### config.mk
export PLATFORM = sky130hd
export DESIGN_NAME = gidx_front
export DESIGN_NICKNAME = d
export VERILOG_FILES = /design/src/design/gidx_pkg.sv /design/src/design/gidx_front.sv
export SDC_FILE = /design/constraint.sdc
export NUM_CORES = 1
export LEC_CHECK = 0
export ABC_AREA = 1
export BUFFER_PORTS_ARGS = -buffer_cell sky130_fd_sc_hd__buf_2
export CAP_MARGIN = 20
export CORE_MARGIN = 4
export CORE_UTILIZATION = 45
export DETAILED_ROUTE_END_ITERATION = 12
export HOLD_SLACK_MARGIN = 0.05
export PLACE_DENSITY_LB_ADDON = 0.1
export SYNTH_ARGS = -nofsm -noshare
export SYNTH_HDL_FRONTEND = slang
export SYNTH_SLANG_ARGS = --single-unit
export TNS_END_PERCENT = 100
### constraint.sdc
create_clock -name clk_i -period 2 [get_ports clk_i]
set_input_delay 0.3 -clock clk_i [delete_from_list [all_inputs] [get_ports clk_i]]
set_output_delay 0.3 -clock clk_i [all_outputs]
set_load 0.03 [all_outputs]
### src/design/gidx_pkg.sv
// ----------------------------------------------------------------------------
// gidx_pkg
// Shared types and constants of the grid index unmap block.
// ----------------------------------------------------------------------------
package gidx_pkg;

  localparam int unsigned DIM_BITS   = 10;
  localparam int unsigned INDEX_BITS = 30;
  localparam int unsigned DREG_W     = DIM_BITS + 1;
  localparam int unsigned COORD_W    = DIM_BITS + 2;
  localparam int unsigned STRIDE_W   = 2 * DREG_W;
  localparam int unsigned NUM_AXES   = 3;

  localparam logic [1:0] AXIS_MASK = 2'h3;

  // Item kinds.
  localparam logic ACT_UNMAP = 1'b0;
  localparam logic ACT_CHECK = 1'b1;

  // Configuration register indexes.
  localparam logic [1:0] REG_DIM_X = 2'd0;
  localparam logic [1:0] REG_DIM_Y = 2'd1;
  localparam logic [1:0] REG_DIM_Z = 2'd2;
  localparam logic [1:0] REG_ORDER = 2'd3;

  typedef struct packed {
    logic                       action;
    logic [INDEX_BITS-1:0]      linear_index;
    logic signed [COORD_W-1:0]  coord_x;
    logic signed [COORD_W-1:0]  coord_y;
    logic signed [COORD_W-1:0]  coord_z;
  } in_item_t;

  typedef struct packed {
    logic [INDEX_BITS-1:0] out_x;
    logic [INDEX_BITS-1:0] out_y;
    logic [INDEX_BITS-1:0] out_z;
    logic                  inside_res;
    logic                  order_error;
  } out_item_t;

  // Classified item handed from the front part to the back part.
  typedef struct packed {
    logic                  unmap;
    logic                  in_grid;
    logic                  bad;
    logic [INDEX_BITS-1:0] idx;
  } task_t;

  // Strides sorted from largest to smallest, with the axis of each slot.
  typedef struct packed {
    logic [NUM_AXES-1:0][STRIDE_W-1:0] stride;
    logic [NUM_AXES-1:0][1:0]          axis;
  } plan_t;

  // One entry of the division pipeline.
  typedef struct packed {
    logic                                unmap;
    logic                                in_grid;
    logic                                bad;
    logic [INDEX_BITS-1:0]               rem;
    logic [NUM_AXES-1:0][INDEX_BITS-1:0] quo;
  } pipe_t;

endpackage

### src/design/gidx_front.sv
// ----------------------------------------------------------------------------
// gidx_front
// Classifies incoming items and derives the sorted stride plan.
// ----------------------------------------------------------------------------
module gidx_front (
  input  logic                                          clk_i,
  input  logic                                          rst_ni,
  input  logic [gidx_pkg::NUM_AXES-1:0][gidx_pkg::DREG_W-1:0] dim_i,
  input  logic [5:0]                                    order_i,
  input  gidx_pkg::in_item_t                            item_i,
  output gidx_pkg::task_t                               task_o,
  output gidx_pkg::plan_t                               plan_o
);

  logic [1:0] fa, ma, sa;
  logic       bad;
  logic       in_grid;
  logic [gidx_pkg::NUM_AXES-1:0][gidx_pkg::COORD_W-1:0] coord;
  logic [gidx_pkg::NUM_AXES-1:0][gidx_pkg::STRIDE_W-1:0] stride;
  logic [gidx_pkg::DREG_W-1:0]   dim_f, dim_m;
  logic [gidx_pkg::STRIDE_W-1:0] prod;
  gidx_pkg::plan_t plan_d, plan_q;

  function automatic logic [gidx_pkg::DREG_W-1:0] pick_dim(
    input logic [gidx_pkg::NUM_AXES-1:0][gidx_pkg::DREG_W-1:0] dims,
    input logic [1:0] ax
  );
    logic [gidx_pkg::DREG_W-1:0] r;
    case (ax)
      2'd0:    r = dims[0];
      2'd1:    r = dims[1];
      2'd2:    r = dims[2];
      default: r = '0;
    endcase
    return r;
  endfunction

  // Decode the order code and flag codes that are not a permutation.
  assign fa  = order_i[1:0] & gidx_pkg::AXIS_MASK;
  assign ma  = order_i[3:2] & gidx_pkg::AXIS_MASK;
  assign sa  = order_i[5:4] & gidx_pkg::AXIS_MASK;
  assign bad = (fa == 2'd3) || (ma == 2'd3) || (sa == 2'd3) ||
               (fa == ma) || (fa == sa) || (ma == sa);

  // Inside-grid check on the signed coordinates.
  assign coord[0] = item_i.coord_x;
  assign coord[1] = item_i.coord_y;
  assign coord[2] = item_i.coord_z;
  always_comb begin
    in_grid = 1'b1;
    for (int a = 0; a < gidx_pkg::NUM_AXES; a++) begin
      if (coord[a][gidx_pkg::COORD_W-1] ||
          (coord[a][gidx_pkg::DREG_W-1:0] >= dim_i[a])) begin
        in_grid = 1'b0;
      end
    end
  end

  always_comb begin
    task_o.unmap   = (item_i.action == gidx_pkg::ACT_UNMAP) && !bad;
    task_o.in_grid = (item_i.action == gidx_pkg::ACT_CHECK) && in_grid;
    task_o.bad     = bad;
    task_o.idx     = item_i.linear_index;
  end

  // Per-axis strides from the order code.
  assign dim_f = pick_dim(dim_i, fa);
  assign dim_m = pick_dim(dim_i, ma);
  assign prod  = dim_f * dim_m;
  always_comb begin
    for (int a = 0; a < gidx_pkg::NUM_AXES; a++) begin
      if (2'(a) == fa) begin
        stride[a] = gidx_pkg::STRIDE_W'(1);
      end else if (2'(a) == ma) begin
        stride[a] = gidx_pkg::STRIDE_W'(dim_f);
      end else if (2'(a) == sa) begin
        stride[a] = prod;
      end else begin
        stride[a] = '0;
      end
    end
  end

  // Rank each axis: larger strides first, ties to the lower axis number.
  always_comb begin
    logic [1:0] rank;
    plan_d = '0;
    for (int a = 0; a < gidx_pkg::NUM_AXES; a++) begin
      rank = '0;
      for (int b = 0; b < gidx_pkg::NUM_AXES; b++) begin
        if (b != a && ((stride[b] > stride[a]) ||
                       (stride[b] == stride[a] && b < a))) begin
          rank = rank + 1'b1;
        end
      end
      plan_d.stride[rank] = stride[a];
      plan_d.axis[rank]   = 2'(a);
    end
  end

  always_ff @(posedge clk_i or negedge rst_ni) begin
    if (!rst_ni) begin
      plan_q <= '0;
    end else begin
      plan_q <= plan_d;
    end
  end

  assign plan_o = plan_q;

endmodule

Word-level counts from Yosys, hierarchy flattened
Index checks and enable logic that the tools add are counted.
{"block": "classes", "add_sub_neg": 3, "n_mul": 1, "div_mod_pow": 0, "n_lt_le_gt_ge": 15, "eq_ne": 19, "shifts": 0, "mux": 32, "bitwise_logic": 4, "reduce_logical": 20}
{"cell": "$mux W22", "n": 12}
{"cell": "$bwmux W66", "n": 2}
{"cell": "$demux W22 S2", "n": 3}
{"cell": "$gt A22 B22 Y1", "n": 6}
{"cell": "$and A66 B66 Y66", "n": 1}
{"cell": "$eq A22 B22 Y1", "n": 3}
{"cell": "$pmux W11 S3", "n": 2}
{"cell": "$ge A11 B11 Y1", "n": 3}
{"cell": "$mul A11 B11 Y22", "n": 1}
{"cell": "$logic_or A1 B1 Y1", "n": 11}
{"cell": "$eq A2 B2 Y1 const B", "n": 5}
{"cell": "$mux W2", "n": 5}
{"cell": "$lt A2 B3 Y1 const B", "n": 3}
{"cell": "$demux W2 S2", "n": 2}
{"cell": "$add A1 B1 Y2 const B", "n": 3}
{"cell": "$eq A1 B2 Y1 const A", "n": 3}
{"cell": "$eq A2 B2 Y1", "n": 3}
{"cell": "$eq A2 B2 Y1 const A", "n": 3}
{"cell": "$ge A2 B1 Y1 const B", "n": 3}
{"cell": "$logic_not A2 Y1", "n": 3}
{"cell": "$mux W1", "n": 6}
{"cell": "$logic_and A1 B1 Y1", "n": 5}
{"cell": "$eq A2 B1 Y1 const B", "n": 2}
{"cell": "$and A3 B3 Y3", "n": 1}
{"cell": "3 further kinds", "n": 3}
{"block": "totals", "register_bits": 72, "latchBits": 0, "ramBits": 0, "rom_bits": 0, "output_inout_bits": 105, "mem_count": 0}

Logic depth before layout (Yosys ltp)
{"block": "depth", "word_depth": 17, "depth_mapped": 49}

Least setup slack after synthesis
No wires, ideal clock.
{"block": "synth_path", "path_type": "input to register", "start": "input order_i[2]", "end": "register plan_q, in the netlist plan_o[24]", "arrival_time_ps": 7454, "required_time_ps": 1934, "setup_slack_ps": -5520, "path_stages": 43, "n_path_buf": 4, "cell_sequence": "inv_1 -> nand2_1 -> clkbuf_1 -> o221ai_1 -> clkbuf_1 -> nand2_1 -> fa_1 -> fa_1 -> inv_1 -> fa_1 -> fa_1 -> inv_1 -> fa_1 -> inv_1 -> ha_1 -> nand2_1 -> inv_1 -> a21oi_1 -> [7 not listed] -> ha_1 -> nand4_1 -> nor2_1 -> nand3_1 -> nand3_1 -> inv_1 -> nand2_1 -> inv_1 -> ha_1 -> buf_2 -> inv_1 -> nand2_1 -> inv_1 -> clkbuf_1 -> nand3_1 -> nand2_1 -> nand2_1 -> nand2_1"}
{"element": "from (decl)", "line": "gidx_front.sv:9", "source": "input logic [5:0] order_i,"}
{"element": "to (signal assigned)", "line": "gidx_front.sv:105", "source": "plan_q <= plan_d;"}
{"element": "to (decl)", "line": "gidx_front.sv:22", "source": "gidx_pkg::plan_t plan_d, plan_q;"}

==> qor.csv <==
metric,value,unit
status,"finished, violations left",
failing checks,negative setup slack,
Initial Utilization,46.2,%
largest net degree at the start of global routing,73,
net count after synthesis,2025,
Hold/Removal Path Class,primary input to async pin,
"FFs w/ async S/R, synth",100,%
Max Clock Freq,142,MHz
"Data arrival, critical path",7.31,ns
Reg area,1800,sq um
first-pass GRT wire length,67700,um
DRT Wirelength,44200,um
crit share post-route,352,%
max FFs per register,72,
Multi-input gate area,10300,sq um
CTS tree,built,
Overflow after GRT,0,
share of layout cells above drive strength 1,48.3,%
Root Buffer,clkbuf_16,
RSZ-0062 raised after global routing,yes,
Synth area leaders,"ha_1 (18%), dfrtp_1 (15%), nand2_1 (14%), fa_1 (14%), inv_1 (11%)",
die height,169,um
Die ar.,28700,sq um
cell area after layout,19000,sq um
critical path's slowest cell,fa_1,
initial antenna violation count,0,
die width,169,um
XOR/XNOR share of the synthesized area,0.746,%
Pre-antenna DRT Iters,5,
nets,2541,
Initial DRC Count,1040,
H-tree depth,3,
via/cell ratio,5.29,
synthesis-stage register bit count,72,
"count leader, synth",nand2_1,
placed cell area,15500,sq um
mapped cell area,11700,sq um
CP Max Fanout,5,
antenna diode count,0,
io pins,213,
post-synthesis simple-gate area fraction,24.7,%
setup TNS,-352.88,ns
vias,13343,
post-synthesis adder-cell area fraction,31.2,%
vias in the first global route,13569,
Yosys cell types,44,
main combinational cell family by area after synthesis,adder cells,
"Avg Cell Area, Syn",7.02,sq um
"Primary FF master, synth",dfrtp_1,
worst setup margin,-5.04,ns
worst slew pin tran,0.563,ns
leading cell types by count after synthesis,"nand2_1 (440), inv_1 (345), ha_1 (165), nand3_1 (95), nor2_1 (81)",
row count,58,
routability congestion estimate,0.946,
final-layout fill cell count,1828,
post-synthesis sequential area ratio,15.4,%
Synth area leader,ha_1,
post-synthesis instance total,1672,
Post-route DRC,0,
number of synthesized flops with an enable pin,0,
VDD IR max,1.76,mV
Critical Path Start Type,primary input,
mux cell area share after synthesis,0,%
fin. max-slew vios,0,
core area,25400,sq um
MaxCap Viol Count,0,
number of warnings issued by yosys,0,
Global Route Usage Sum,29.1,%
critical path's most frequent cell,nand2_4,
cell depth of the worst setup path,45,
Pleak,10.4,nW
crit path time final,7.04,ns
Compound-Gate Fraction of Synth Area,12.1,%
Max transition margin,62.3,%
final setup fails,73,
clk slew on worst S/H paths,0.06,ns
input/output buffers,152,
pwr dens,1730,nW/um^2
top cell family by delay on the critical path,adder cells,
critical path class,primary input to register,
number of buffers created by CTS,9,
Fin. Hold Viols,0,
Synth-to-Final Area Change,62.0,%
Critical Path Sink Type,register,
Post-Layout Cell Count,2523,
post-synth top area share,17.6,%
Critical Path RT,2.28,ns
Post-Place Worst Slack,-5.58,ns
Post-DP HPWL,32500,um
placed insts,2378,
Detail Route Antenna Nets,0,
Clock Path Buffers,2,
Buf/Inv on CP,17,
Min Hold Slack,0.510,ns
Critical Path Max Stage Delay,0.55,ns
wire per inst,17.5,um
clock sinks,72,
## where the power goes
group / switching (mW) / internal, mW / total [mW]
clock network: 0.679 / 1.09 / 1.77
registers: 0.107 / 1.95 / 2.06
logic: 16.0 / 13.1 / 29.1
## logic make-up after synthesis
| logic type | Yosys count |
|---|---|
| simple gates | 687 |
| buf+inv | 447 |
| fa+ha+maj | 245 |
| compound gates | 211 |
| flops | 72 |
| xor+xnor | 10 |
## worst min-delay path, stage by stage
cell and delay (ns):
dlygate4sd3_1 0.52, buf_2 0.12, buf_12 0.32
## cell usage in the layout, fill, tap and decap left out, drive strengths merged, types with 3 or more instances in the layout
master    netlist  final
a21oi          71     71
clkinv          0      5
nand2         447    447
clkinvlp        0      4
xnor2           6      6
fa             80     80
inv           362    358
nor2           90     90
buf            59    587
nand3          97     97
nand3b          3      3
nor3           20     20
clkbuf         26     10
a211oi          8      8
a22oi           5      5
o22ai          15     15
dfrtp          72     72
ha            165    165
o221ai         19     19
o21ai          57     57
xor2            4      4
o211ai         35     35
nand4          25     25
## how the worst max path moves through the flow
stage,startpoint,endpoint
final,order_i[1],plan_o[47]
after CTS,order_i[0],plan_o[42]
after global placement,order_i[3],plan_o[42]
after detailed placement,order_i[1],plan_o[42]
after global routing,order_i[2],plan_o[47]
after floorplan,order_i[3],plan_o[12]
## layout make-up
class | instances | area share (%)
Inverter | 362 | 7.87
Multi-Input combinational cell | 1153 | 54.1
Timing Repair Buffer | 590 | 24.7
Tap cell | 330 | 2.17
Sequential cell | 72 | 9.48
Clock buffer | 9 | 1.18
Clock inverter | 7 | 0.500
## routing by layer
metal | vias up | track usage, % | share of wire (%)
met5 | - | 0 | 0
met4 | 0 | 8.23 | 3.3
met3 | 137 | 4.24 | 6.2
met2 | 541 | 50.0 | 49
met1 | 6357 | 38.3 | 41
li1 | 6308 | - | -
## repair_timing
item / CTS / global route
hold buffers: 1 / 0
setup endpoints to repair: 73 / 73
gates resized for setup: 290 / 203
buffers inserted: 82 / 47
endpoints found under the hold margin: 72 / 0
pin swaps: 144 / 134
cloned: 3 / 1
## metrics by stage
step | total power [mW] | util [%]
2_1_floorplan | 14.1 | -
3_3_place_gp | 21.1 | 60.9
3_5_place_dp | 21.3 | 60.9
4_1_cts | 28.4 | 70.0
5_1_grt | 34.8 | 74.8
6_report | 33.0 | 74.8
Note: power is estimated with default switching activity, not from simulation.
