[config.mk]
export PLATFORM = sky130hd
export DESIGN_NAME = gidx_fifo
export DESIGN_NICKNAME = d
export VERILOG_FILES = /design/src/design/gidx_fifo.sv
export SDC_FILE = /design/constraint.sdc
export NUM_CORES = 1
export LEC_CHECK = 0
export BUFFER_PORTS_ARGS = -buffer_cell sky130_fd_sc_hd__buf_4
export CORE_AREA = 2 2 39 41
export CTS_BUF_LIST = sky130_fd_sc_hd__clkbuf_2 sky130_fd_sc_hd__clkbuf_4 sky130_fd_sc_hd__clkbuf_8
export DETAILED_ROUTE_END_ITERATION = 7
export DIE_AREA = 0 0 41 43
export PLACE_DENSITY_LB_ADDON = 0.3
export SLEW_MARGIN = 25
export SYNTH_ARGS = -nofsm -noshare
export SYNTH_HDL_FRONTEND = slang
export SYNTH_SLANG_ARGS = --single-unit
[constraint.sdc]
create_clock -name clk_i -period 1.7 [get_ports clk_i]
set_input_delay 0.34 -clock clk_i [delete_from_list [all_inputs] [get_ports clk_i]]
set_output_delay 0.34 -clock clk_i [all_outputs]
set_load 0.05 [all_outputs]
[src/design/gidx_fifo.sv]
// ----------------------------------------------------------------------------
// gidx_fifo
// Small register queue with push/full and pop/empty handshakes.
// ----------------------------------------------------------------------------
module gidx_fifo #(
  parameter type         T     = logic,
  parameter int unsigned DEPTH = 2
) (
  input  logic clk_i,
  input  logic rst_ni,
  input  logic push_i,
  input  T     data_i,
  output logic full_o,
  input  logic pop_i,
  output T     data_o,
  output logic empty_o
);

  localparam int unsigned PTR_W = (DEPTH > 1) ? $clog2(DEPTH) : 1;
  localparam int unsigned CNT_W = $clog2(DEPTH + 1);

  T                 mem_q [DEPTH];
  logic [PTR_W-1:0] wr_ptr_q, wr_ptr_d;
  logic [PTR_W-1:0] rd_ptr_q, rd_ptr_d;
  logic [CNT_W-1:0] cnt_q, cnt_d;
  logic             do_push, do_pop;

  assign full_o  = (cnt_q == CNT_W'(DEPTH));
  assign empty_o = (cnt_q == '0);
  assign data_o  = mem_q[rd_ptr_q];
  assign do_push = push_i && !full_o;
  assign do_pop  = pop_i && !empty_o;

  // Pointer and fill count update.
  always_comb begin
    wr_ptr_d = wr_ptr_q;
    rd_ptr_d = rd_ptr_q;
    cnt_d    = cnt_q;
    if (do_push) begin
      wr_ptr_d = (wr_ptr_q == PTR_W'(DEPTH - 1)) ? '0 : wr_ptr_q + 1'b1;
    end
    if (do_pop) begin
      rd_ptr_d = (rd_ptr_q == PTR_W'(DEPTH - 1)) ? '0 : rd_ptr_q + 1'b1;
    end
    if (do_push && !do_pop) begin
      cnt_d = cnt_q + 1'b1;
    end else if (do_pop && !do_push) begin
      cnt_d = cnt_q - 1'b1;
    end
  end

  always_ff @(posedge clk_i or negedge rst_ni) begin
    if (!rst_ni) begin
      wr_ptr_q <= '0;
      rd_ptr_q <= '0;
      cnt_q    <= '0;
    end else begin
      wr_ptr_q <= wr_ptr_d;
      rd_ptr_q <= rd_ptr_d;
      cnt_q    <= cnt_d;
    end
  end

  // Storage needs no reset.
  always_ff @(posedge clk_i) begin
    if (do_push) begin
      mem_q[wr_ptr_q] <= data_i;
    end
  end

endmodule

Word level (Yosys, flattened, before mapping)
Memory sizes are Yosys's and may differ from the RTL's.
Index checks and enable logic that the tools add are counted.
{"block": "word_totals", "mem_count": 1, "elab_cells": 25, "out_inout_bits": 3, "latch_bits": 0, "regBits": 4, "input_bits": 5, "ram_bits": 2, "rom_bits": 0}
{"memory": "mem_q", "depth": 2, "width": 1, "rd": 1, "rd_ports_with_merged_regs": 0, "wr": 1, "line": "22", "rtl": "T mem_q [DEPTH];"}
{"block": "op_classes", "bitwise_logic": 0, "eq_ne": 1, "reduce_logical": 10, "n_addsub": 4, "magnitude_cmp": 0, "multipliers": 0, "n_mux": 6, "n_shift": 0, "div_mod_pow": 0}
{"cell": "1-bit logical AND", "count": 4}
{"cell": "1-bit logical NOT", "count": 4}
{"cell": "1-bit two-way mux", "count": 4}
{"cell": "2-bit two-way mux", "count": 2}
{"cell": "1-bit adder (second input constant)", "count": 2}
{"cell": "2-bit by 1-bit adder with 2-bit output (second input constant)", "count": 1}
{"cell": "2-bit == test (second input constant)", "count": 1}
{"cell": "2-bit logical NOT", "count": 1}
{"cell": "2-bit nonzero test", "count": 1}
{"cell": "2-bit by 1-bit subtractor with 2-bit output (second input constant)", "count": 1}

Longest topological paths before layout
Gate-level depths: netlist of the first run.
{"block": "depth", "ltp_word": 7, "depth_mapped": 7, "depth_no_buf": 7}

Least setup slack after synthesis of the first run
No wires, ideal clock.
{"block": "synth_timing", "path_type": "register to output", "from": "register cnt_q[0]", "to": "output empty_o", "n_path_buf": 0, "path_slack_ps": 293, "arrival_time_ps": 1067, "required_time_ps": 1360, "path_stages_with_launch": 2, "cell_sequence": "dfrtp_1 > nor2_1"}
{"block": "synth_between", "elab_chain_cells": 1}
{"item": "from (decl)", "line": "25", "rtl": "logic [CNT_W-1:0] cnt_q, cnt_d;"}
{"item": "from (signal assigned)", "line": "60", "rtl": "cnt_q <= cnt_d;"}
{"item": "2-bit logical NOT", "line": "29", "rtl": "assign empty_o = (cnt_q == '0);"}
{"item": "to (decl)", "line": "16", "rtl": "output logic empty_o"}
Every way passes these cells.

Worst setup path after layout of the first run
{"block": "layout_timing", "from": "register cnt_q[0]", "to": "register cnt_q[1]"}
{"block": "layout_between", "elab_chain_cells": 6, "word_cells_on_any_way": 15, "classes_between": "add/sub (2); eq/ne (1); mux (2); reduce/logical (10)"}
{"item": "2-bit == test / 2-bit logical NOT (equally long branches)", "line": "28, 29"}
{"item": "1-bit logical NOT (on tied branches)", "line": "31, 32"}
{"item": "1-bit logical AND (on tied branches)", "line": "31, 32"}
{"item": "1-bit logical NOT (on tied branches)", "line": "47, 45"}
{"item": "1-bit logical AND (on tied branches)", "line": "47, 45"}
{"item": "2-bit nonzero test (no source line) / 2-bit two-way mux (equally long branches)"}
Several ways; a longest one is shown, not always the timed one. The select of a mux whose other input is x is not followed.
A chain may end at the register's enable or synchronous reset.

==> results.yml, run 1 <==
global_routing:
  grt_overflow: 0
  grt_max_degree: 6
  grt_pass1_wl_um: 793
  track_usage_pct: 7.66
  antenna_found_initial: 0
  grt_pass1_vias: 188
synthesis:
  synthesis.area_um2: 268
  syn_inst: 22
  synth_cell_type_count: 12
  synth-seq-cells: 6
  ys.warnings.count: 0
  synth_nets: 28
  seq_area_frac_synth_pct: 59.8
  synth.avg_cell_area_um2: 12.2
worst_setup_path:
  critPathKind: "register to register"
  cp_cell_sequence: "nand2b_1 -> nand2_1 -> inv_1 -> ha_1 -> nor2_1 -> xor2_1"
  end_kind: "register"
  worstPathArrival_ns: 1.65
  slowest_stage: "dfrtp_1"
  worst-path-max-fanout: 5
  crit_path_start_kind: "register"
  cpPeakStageDelay_ns: 0.44
  worstPathRequired_ns: 1.86
sta:
  timing.hold.ws_ns: 0.284
  fin_crit_sh_pct: 87.7
  setup_viol: 0
  fin_ws_ns: 0.210
  fin_skew_ns: 0.00925
  rsz0062_at_grt: "no"
  finalSetupTns_ns: 0
  finalHoldViolCount: 0
  worstMarginPinSlew_ns: 0.225
  fin_crit_ns: 1.49
  fmax_ghz: 0.671
  maxSlewViolCount: 0
  slew_headroom_pct: 84.9
final_layout:
  layout-drive-gt1-share_pct: 35.3
  final_common_cell: "buf_4"
  fillers: 152
  final_cell_mix: "buf_4, clkbuf_4, dfrtp_1"
  nNetsFinal: 41
  antenna_cells: 0
  syn2layout_area_growth_pct: 42.1
  post-route-util_pct: 27.5
floorplanning:
  coreArea_mm2: 0.00138
  die_area_mm2: 0.00176
  fp-row-count: 14
  initial_core_util_pct: 19.3
  fp.dieH_um: 43
  die_w_um: 41
  io_pins: 8
drt:
  vias_per_cell: 3.60
  wl_per_cell_um: 9.36
  drtPass1Iterations: 2
  wirelength_um: 468
  antenna_left: 0
  vias: 180
  drt-initial-drc-count: 3
  drc: 0
power_and_ir_drop:
  p_total_uw: 806
  leakage_nw: 0.183
  power_density_mw_per_mm2: 2120
  ir_drop_uv: 778
place:
  place_ws_ns: 0.211
  io_buffer_count: 7
  hpwlAfterDp_um: 371
  gp_congestion: 0.604
cts:
  cts_root_buf: "clkbuf_4"
  cts_tree: "done"
  tritoncts.num_buffers: 3
  clk_latency_ns: 0.24
  clockBufferDepth: 2
  clk_pin_slew_worst_paths_ns: 0.05
  htreeDepth: 1
  cts_sinks: 6
flow_run:
  maxCapViolations: 0
min_path:
  min_path_type: "input pin to register"
status:
  outcome: "completed"
## sequential cells by signal, summed over array words and instances, names as in the netlist
| name | count |
|---|---|
| cnt_q | 2 |
| rd_ptr_q | 1 |
| wr_ptr_q | 1 |
| mem_q | 2 |
## layout make-up
class                           instances  area [um2]  share of cell area [%]
Sequential cell                         6         160                    42.1
Multi-Input combinational cell         14         100                    26.3
Timing Repair Buffer                    8        62.6                    16.4
Clock buffer                            4        30.0                    7.89
Tap cell                               16        20.0                    5.26
Inverter                                2        7.51                    1.97
## stage by stage
step           std cells  area (um2)
2_1_floorplan         22         268
3_3_place_gp          45         340
3_5_place_dp          45         340
4_1_cts               50         380
5_1_grt               50         380
6_report              50         380
## worst paths after layout
check | to | cells after the start | from | slack, ns
hold / removal | mem_q[0] | 1 | data_i | 0.28
min in group asynchronous | cnt_q[0] | 2 | rst_ni | 0.44
setup / recovery | cnt_q[1] | 6 | cnt_q[0] | 0.21
hold reg to reg | wr_ptr_q | 1 | wr_ptr_q | 0.50
max in group asynchronous | wr_ptr_q | 2 | rst_ni | 1.15
setup reg to reg | cnt_q[1] | 6 | cnt_q[0] | 0.21
## where the power goes
part / leakage (nW) / internal (mW) / total (mW) / switching [mW]
Clock: 0.0184 / 0.105 / 0.155 / 0.0506
Sequential: 0.0652 / 0.217 / 0.278 / 0.0607
Combinational: 0.0990 / 0.153 / 0.373 / 0.220
Total: 0.183 / 0.475 / 0.806 / 0.331
## per-layer routing
layer  GRT usage [%]  vias to the layer above  wire length [um]
li1                -                       95                 -
met1            8.47                       77               222
met2            8.75                        8               180
met3            5.24                        0                65
met4            8.00                        0                 0
met5               0                        -                 0
## synth_stat cells
library cell	instances	area, um2
inv_1	2	7.51
o21ai_1	1	5.00
nand2_1	1	3.75
and3_1	1	6.26
xor2_1	2	17.5
mux2_2	1	11.3
ha_1	1	12.5
xnor2_1	3	26.3
nand2b_1	1	6.26
edfxtp_1	2	60.1
nor2_1	3	11.3
dfrtp_1	4	100
## what timing repair did
| item | CTS | global route |
|---|---|---|
| endpoints found under the hold margin | 4 | 0 |
| setup buffers | 0 | 0 |
| hold buffers | 1 | 0 |
| resized for setup | 0 | 0 |
## critical path, delay by kind of cell, from the launching register on
family / cells / cell delay [ns]
simple gates: 3 / 0.46
flops: 1 / 0.44
buf+inv: 1 / 0.06
xor+xnor: 1 / 0.14
fa+ha+maj: 1 / 0.30
## cells by family after synthesis
group	synth area share, %
AOI/OAI and AO/OA	1.87
DFF	59.8
and+or+nand+nor	10.3
xor gates and xnor gates	16.4
muxes	4.21
adders and majority gates	4.67
buffers and inverters	2.80
No activity file was read; power rests on OpenSTA's default activity.
==> inputs of run 2 (changes only) <==
--- a/config.mk
+++ b/config.mk
@@ -5,9 +5,11 @@
 export SDC_FILE = /design/constraint.sdc
 export NUM_CORES = 1
 export LEC_CHECK = 0
+export ABC_AREA = 1
 export BUFFER_PORTS_ARGS = -buffer_cell sky130_fd_sc_hd__buf_4
 export CORE_AREA = 2 2 39 41
 export CTS_BUF_LIST = sky130_fd_sc_hd__clkbuf_2 sky130_fd_sc_hd__clkbuf_4 sky130_fd_sc_hd__clkbuf_8
+export CTS_CLUSTER_DIAMETER = 60
 export DETAILED_ROUTE_END_ITERATION = 7
 export DIE_AREA = 0 0 41 43
 export PLACE_DENSITY_LB_ADDON = 0.3
==> run 2 against run 1 <==
Compared with the run above:
- hold slack got worse by 0.0077 ns
- combinational power rose by 13%
- power rose by 5.2%
- highest routed layer unchanged
==> results.yml, run 2 <==
place:
  hpwlAfterDp_um: 439
  gp_congestion: 0.675
  place_inst: 60
  io_buffer_count: 7
  place_ws_ns: 0.338
synthesis:
  yosysTopAreaCell: "dfrtp_1"
  ys.warnings.count: 0
  synth_commonest_cells: "nand2_1, inv_1, dfrtp_1"
  seq_area_frac_synth_pct: 52.5
  synthTopCellsByArea: "dfrtp_1, edfxtp_1, nand2_1"
  yosysMostFrequentCell: "nand2_1"
  synth-edff-count: 2
  synth_nets: 43
  synthFlopType: "dfrtp_1"
  async_flop_share_pct: 66.7
  synth.avg_cell_area_um2: 8.25
  yosysTopAreaCellShare_pct: 32.8
  synthesis.area_um2: 305
  synth-seq-cells: 6
  syn_inst: 37
  synth_cell_type_count: 12
worst_setup_path:
  slowest_stage: "dfrtp_1"
  reg2reg_to: "cnt_q[1]"
  r2r_start: "cnt_q[0]"
  rr_worst_depth: 6
  critPathKind: "register to output pin"
  crit_path_start_kind: "register"
  r2r_setup_slack_ns: 0.34
  cp_cell_sequence: "nor2_2 -> buf_4"
  worst-path-max-fanout: 7
  worstPathRequired_ns: 1.36
  cpPeakStageDelay_ns: 0.44
  end_kind: "output pin"
  worstPathArrival_ns: 1.08
final_layout:
  final_cell_mix: "nand2_1, inv_1, buf_4"
  antenna_cells: 0
  nNetsFinal: 56
  stdcell_count: 65
  fillers: 144
  layout-drive-gt1-share_pct: 26.5
  final_common_cell: "nand2_1"
  syn2layout_area_growth_pct: 36.9
  reg.largest.list: "cnt_q x2, mem_q x2"
power_and_ir_drop:
  leakage_nw: 0.225
  ir_drop_uv: 770
  p_total_uw: 848
  power_density_mw_per_mm2: 2030
sta:
  setup_viol: 0
  slew_headroom_pct: 84.2
  worstMarginPinSlew_ns: 0.235
  fmax_ghz: 0.705
  finalHoldViolCount: 0
  fin_ws_ns: 0.281
  fin_crit_ns: 1.42
  fin_crit_sh_pct: 83.5
  maxSlewViolCount: 0
  rsz0062_at_grt: "no"
  finalSetupTns_ns: 0
  fin_skew_ns: 0.00746
floorplanning:
  coreArea_mm2: 0.00138
  die_w_um: 41
  die_area_mm2: 0.00176
  fp.dieH_um: 43
  io_pins: 8
  initial_core_util_pct: 22.1
  fp-row-count: 14
drt:
  wirelength_um: 545
  wl_per_cell_um: 8.38
  antenna_left: 0
  vias_per_cell: 3.75
  drc: 0
  drtPass1Iterations: 4
  drt-initial-drc-count: 2
  vias: 244
global_routing:
  antenna_found_initial: 0
  grt_pass1_wl_um: 890
  track_usage_pct: 8.18
  grt_overflow: 0
  grt_pass1_vias: 240
  grt_max_degree: 8
cts:
  clk_pin_slew_worst_paths_ns: 0.05
  cts_tree: "done"
  htreeDepth: 1
  tritoncts.num_buffers: 3
  post_cts_buffers: 0
  cts_sinks: 6
  clk_latency_ns: 0.25
  clockBufferDepth: 2
  cts_root_buf: "clkbuf_4"
min_path:
  min_path_type: "input pin to register"
  hold_end: "mem_q[1]"
  min_path_cells: 1
  hp-start: "data_i"
flow_run:
  maxCapViolations: 0
status:
  outcome: "completed"
## run 2: timing repair
| action | 4_1_cts | 5_1_grt |
|---|---|---|
| hold endpoints to repair | 4 | 0 |
| resized for setup | 0 | 0 |
| hold buffers | 1 | 0 |
## run 2: per-stage QoR
step / hold slack [ns] / utilization (%) / cell area, um2
2_1_floorplan: 0.0444 / - / 305
3_3_place_gp: 0.142 / 27.3 / 378
3_5_place_dp: 0.142 / 27.3 / 378
4_1_cts: 0.269 / 30.2 / 418
5_1_grt: 0.268 / 30.2 / 418
6_report: 0.276 / 30.2 / 418
## run 2: how the worst max path moves through the flow
stage | startpoint | end | depth (start not counted)
2_1_floorplan | cnt_q[0] | cnt_q[1] | 7
3_3_place_gp | cnt_q[0] | cnt_q[1] | 7
3_5_place_dp | cnt_q[0] | cnt_q[1] | 6
4_1_cts | cnt_q[0] | full_o | 2
5_1_grt | cnt_q[0] | cnt_q[1] | 6
6_report | cnt_q[0] | full_o | 2
## run 2: final cells by class
class                   instances  area [um2]  share of cell area [%]
clock buffers                   4        30.0                    7.19
inverters                       8        30.0                    7.19
multi-input cells              23         115                    27.5
flip-flops and latches          6         160                    38.3
well taps                      16        20.0                    4.79
repair buffers                  8        62.6                    15.0
## run 2: logic make-up (layout without fill, tap and decap cells)
logic type | after synthesis | after routing | synth area share, %
flip-flops | 6 | 6 | 52.5
AND/OR/NAND/NOR | 19 | 19 | 27.5
AO/OA/AOI/OAI | 2 | 2 | 3.28
buffers and inverters | 8 | 20 | 9.84
adder cells (fa/ha/maj) | 1 | 1 | 4.10
XOR/XNOR | 1 | 1 | 2.87
## run 2: metal layers
metal / global-route usage [%] / vias to the layer above / share of wire, %
met2: 9.38 / 5 / 45
met4: 10.0 / 0 / 0
met1: 9.84 / 101 / 51
met3: 3.14 / 0 / 3.3
li1: - / 138 / -
met5: 0 / - / 0
## run 2: power breakdown
| part | switching [mW] | internal [mW] | total [mW] |
|---|---|---|---|
| clock | 0.0560 | 0.105 | 0.161 |
| sequential | 0.0521 | 0.214 | 0.266 |
| combinational | 0.277 | 0.144 | 0.421 |
## run 2: critical path: cells and delay by family (launching register included)
kind / cells / cell delay [ns]
simple gates: 1 / 0.18
flops: 1 / 0.44
buf+inv: 1 / 0.22
==> inputs of run 3 (changes only) <==
==> constraint.sdc (replaced) <==
create_clock -name clk_i -period 1.39 [get_ports clk_i]
set_input_delay 0.278 -clock clk_i [delete_from_list [all_inputs] [get_ports clk_i]]
set_output_delay 0.278 -clock clk_i [all_outputs]
set_load 0.05 [all_outputs]
==> run 3 against run 2 <==
Compared with the run above:
- cell count up 4.6%
- clock power rose by 25%
- global-route usage rose by 0.91 points
- hold slack got worse by 0.063 ns
- clock-buffer cell count unchanged
- sequential cell count did not move
- wire length up 17%
- critical path depth is 1 higher
- register-to-register slack got worse by 0.19 ns
- power increased by 39%
- via count grew 18%
- combinational power is 53% higher
- critical path type unchanged
- critical endpoint unchanged
- largest power group unchanged
==> results.yml, run 3 (same netlist as run 2, synthesis figures left out) <==
cts:
  htreeDepth: 1
  clk_pin_slew_worst_paths_ns: 0.05
  cts_root_buf: "clkbuf_4"
  tritoncts.num_buffers: 3
  cts_sinks: 6
  clockBufferDepth: 2
  cts_tree: "done"
  clk_latency_ns: 0.25
sta:
  fmax_ghz: 0.766
  fin_crit_ns: 1.31
  slew_headroom_pct: 84.2
  fin_crit_sh_pct: 93.9
  setup_viol: 0
  worstMarginPinSlew_ns: 0.234
  rsz0062_at_grt: "no"
  fin_skew_ns: 0.00341
  maxSlewViolCount: 0
  finalHoldViolCount: 0
drt:
  drtPass1Iterations: 4
  drt-initial-drc-count: 9
  vias_per_cell: 4.24
  antenna_left: 0
  wirelength_um: 635
  wl_per_cell_um: 9.34
  drc: 0
  vias: 288
final_layout:
  final_common_cell: "nand2_1"
  final_cell_mix: "nand2_1, buf_4, inv_1"
  antenna_cells: 0
  syn2layout_area_growth_pct: 51.6
  post-route-util_pct: 33.5
  reg.largest.list: "cnt_q x2, mem_q x2"
  nNetsFinal: 59
  finalInstanceArea_um2: 463
  layout-drive-gt1-share_pct: 40.4
  stdcell_count: 68
power_and_ir_drop:
  leakage_nw: 0.238
  cellInternalPower_uw: 652
  switching_share_pct: 44.6
  ir_drop_uv: 833
  clockPowerShare_pct: 17.2
  power_density_mw_per_mm2: 2540
  p_switching_uw: 524
  pwr-share-comb_pct: 54.8
  power_frac_seq_pct: 28.0
worst_setup_path:
  worstPathRequired_ns: 1.11
  cpPeakStageDelay_ns: 0.41
  worstPathArrival_ns: 1.03
  end_kind: "output pin"
  crit_path_start_kind: "register"
  worst-path-max-fanout: 4
  cp_cell_sequence: "inv_2 -> nor2_4 -> buf_4"
  slowest_stage: "dfrtp_1"
  critPathKind: "register to output pin"
place:
  gp_congestion: 0.721
  placed_area_um2: 398
  place_inst: 62
  io_buffer_count: 7
  hpwlAfterDp_um: 486
global_routing:
  track_usage_pct: 9.09
  antenna_found_initial: 0
  grt_pass1_wl_um: 1030
  grt_max_degree: 5
  grt_overflow: 0
  grt_pass1_vias: 290
floorplanning:
  die_area_mm2: 0.00176
  coreArea_mm2: 0.00138
  initial_core_util_pct: 22.1
  io_pins: 8
  fp-row-count: 14
  die_w_um: 41
  fp.dieH_um: 43
flow_run:
  maxCapViolations: 0
status:
  outcome: "completed"
min_path:
  min_path_type: "input pin to register"
run 3: path summary, 6_finish.rpt:
check / from / to / slack (ns) / depth (start not counted)
hold reg to reg: wr_ptr_q / wr_ptr_q / 0.48 / 2
hold / removal: data_i / mem_q[1] / 0.21 / 1
min in group asynchronous: rst_ni / wr_ptr_q / 0.37 / 2
setup / recovery: cnt_q[1] / full_o / 0.08 / 3
max in group asynchronous: rst_ni / cnt_q[0] / 0.90 / 2
setup reg to reg: cnt_q[1] / cnt_q[1] / 0.15 / 8
run 3: metal layers:
metal  vias up  wire, um  share of wire, %  GRT usage, %
met5         -         0                 0             0
met4         0        10               1.6          10.0
met3         2        34               5.4          1.57
met2        10       304                48          12.8
met1       134       285                45          10.2
li1        142         -                 -             -
run 3: final cells by class:
class	instances	area, um2
fillers	140	921
well taps	16	20.0
inverters	8	30.0
flip-flops and latches	6	161
multi-input cells	23	136
repair buffers	11	85.1
clock buffers	4	30.0
run 3: power groups by stage:
| stage | combinational, mW | sequential (mW) | clock, mW |
|---|---|---|---|
| after CTS | 0.593 | 0.322 | 0.205 |
| after detailed placement | 0.586 | 0.322 | 0 |
| after global placement | 0.581 | 0.320 | 0 |
| final | 0.644 | 0.330 | 0.202 |
| after global routing | 0.725 | 0.343 | 0.216 |
| after floorplan | 0.407 | 0.319 | 0 |
run 3: critical path, delay by kind of cell (launching register included):
kind                   cells  cell delay (ns)
buffers and inverters      2             0.27
and+or+nand+nor            1             0.10
DFF                        1             0.41
run 3: timing repair:
action                                 CTS  global route
gates resized for setup                  1             5
cloned                                   0             0
setup endpoints to repair                1             1
buffers inserted                         0             1
endpoints found under the hold margin    4             0
hold buffers                             1             0
run 3: through the flow:
| step | power (mW) | setup slack, ns | hold WS (ns) | setup TNS (ns) |
|---|---|---|---|---|
| floorplan | 0.726 | -0.0950 | -0.0176 | -0.198 |
| global placement | 0.901 | 0.00428 | 0.0812 | 0 |
| detailed placement | 0.908 | 0.00171 | 0.0814 | 0 |
| CTS | 1.12 | 0.0612 | 0.214 | 0 |
| global route | 1.28 | 0.0263 | 0.204 | 0 |
| finish | 1.18 | 0.0845 | 0.214 | 0 |
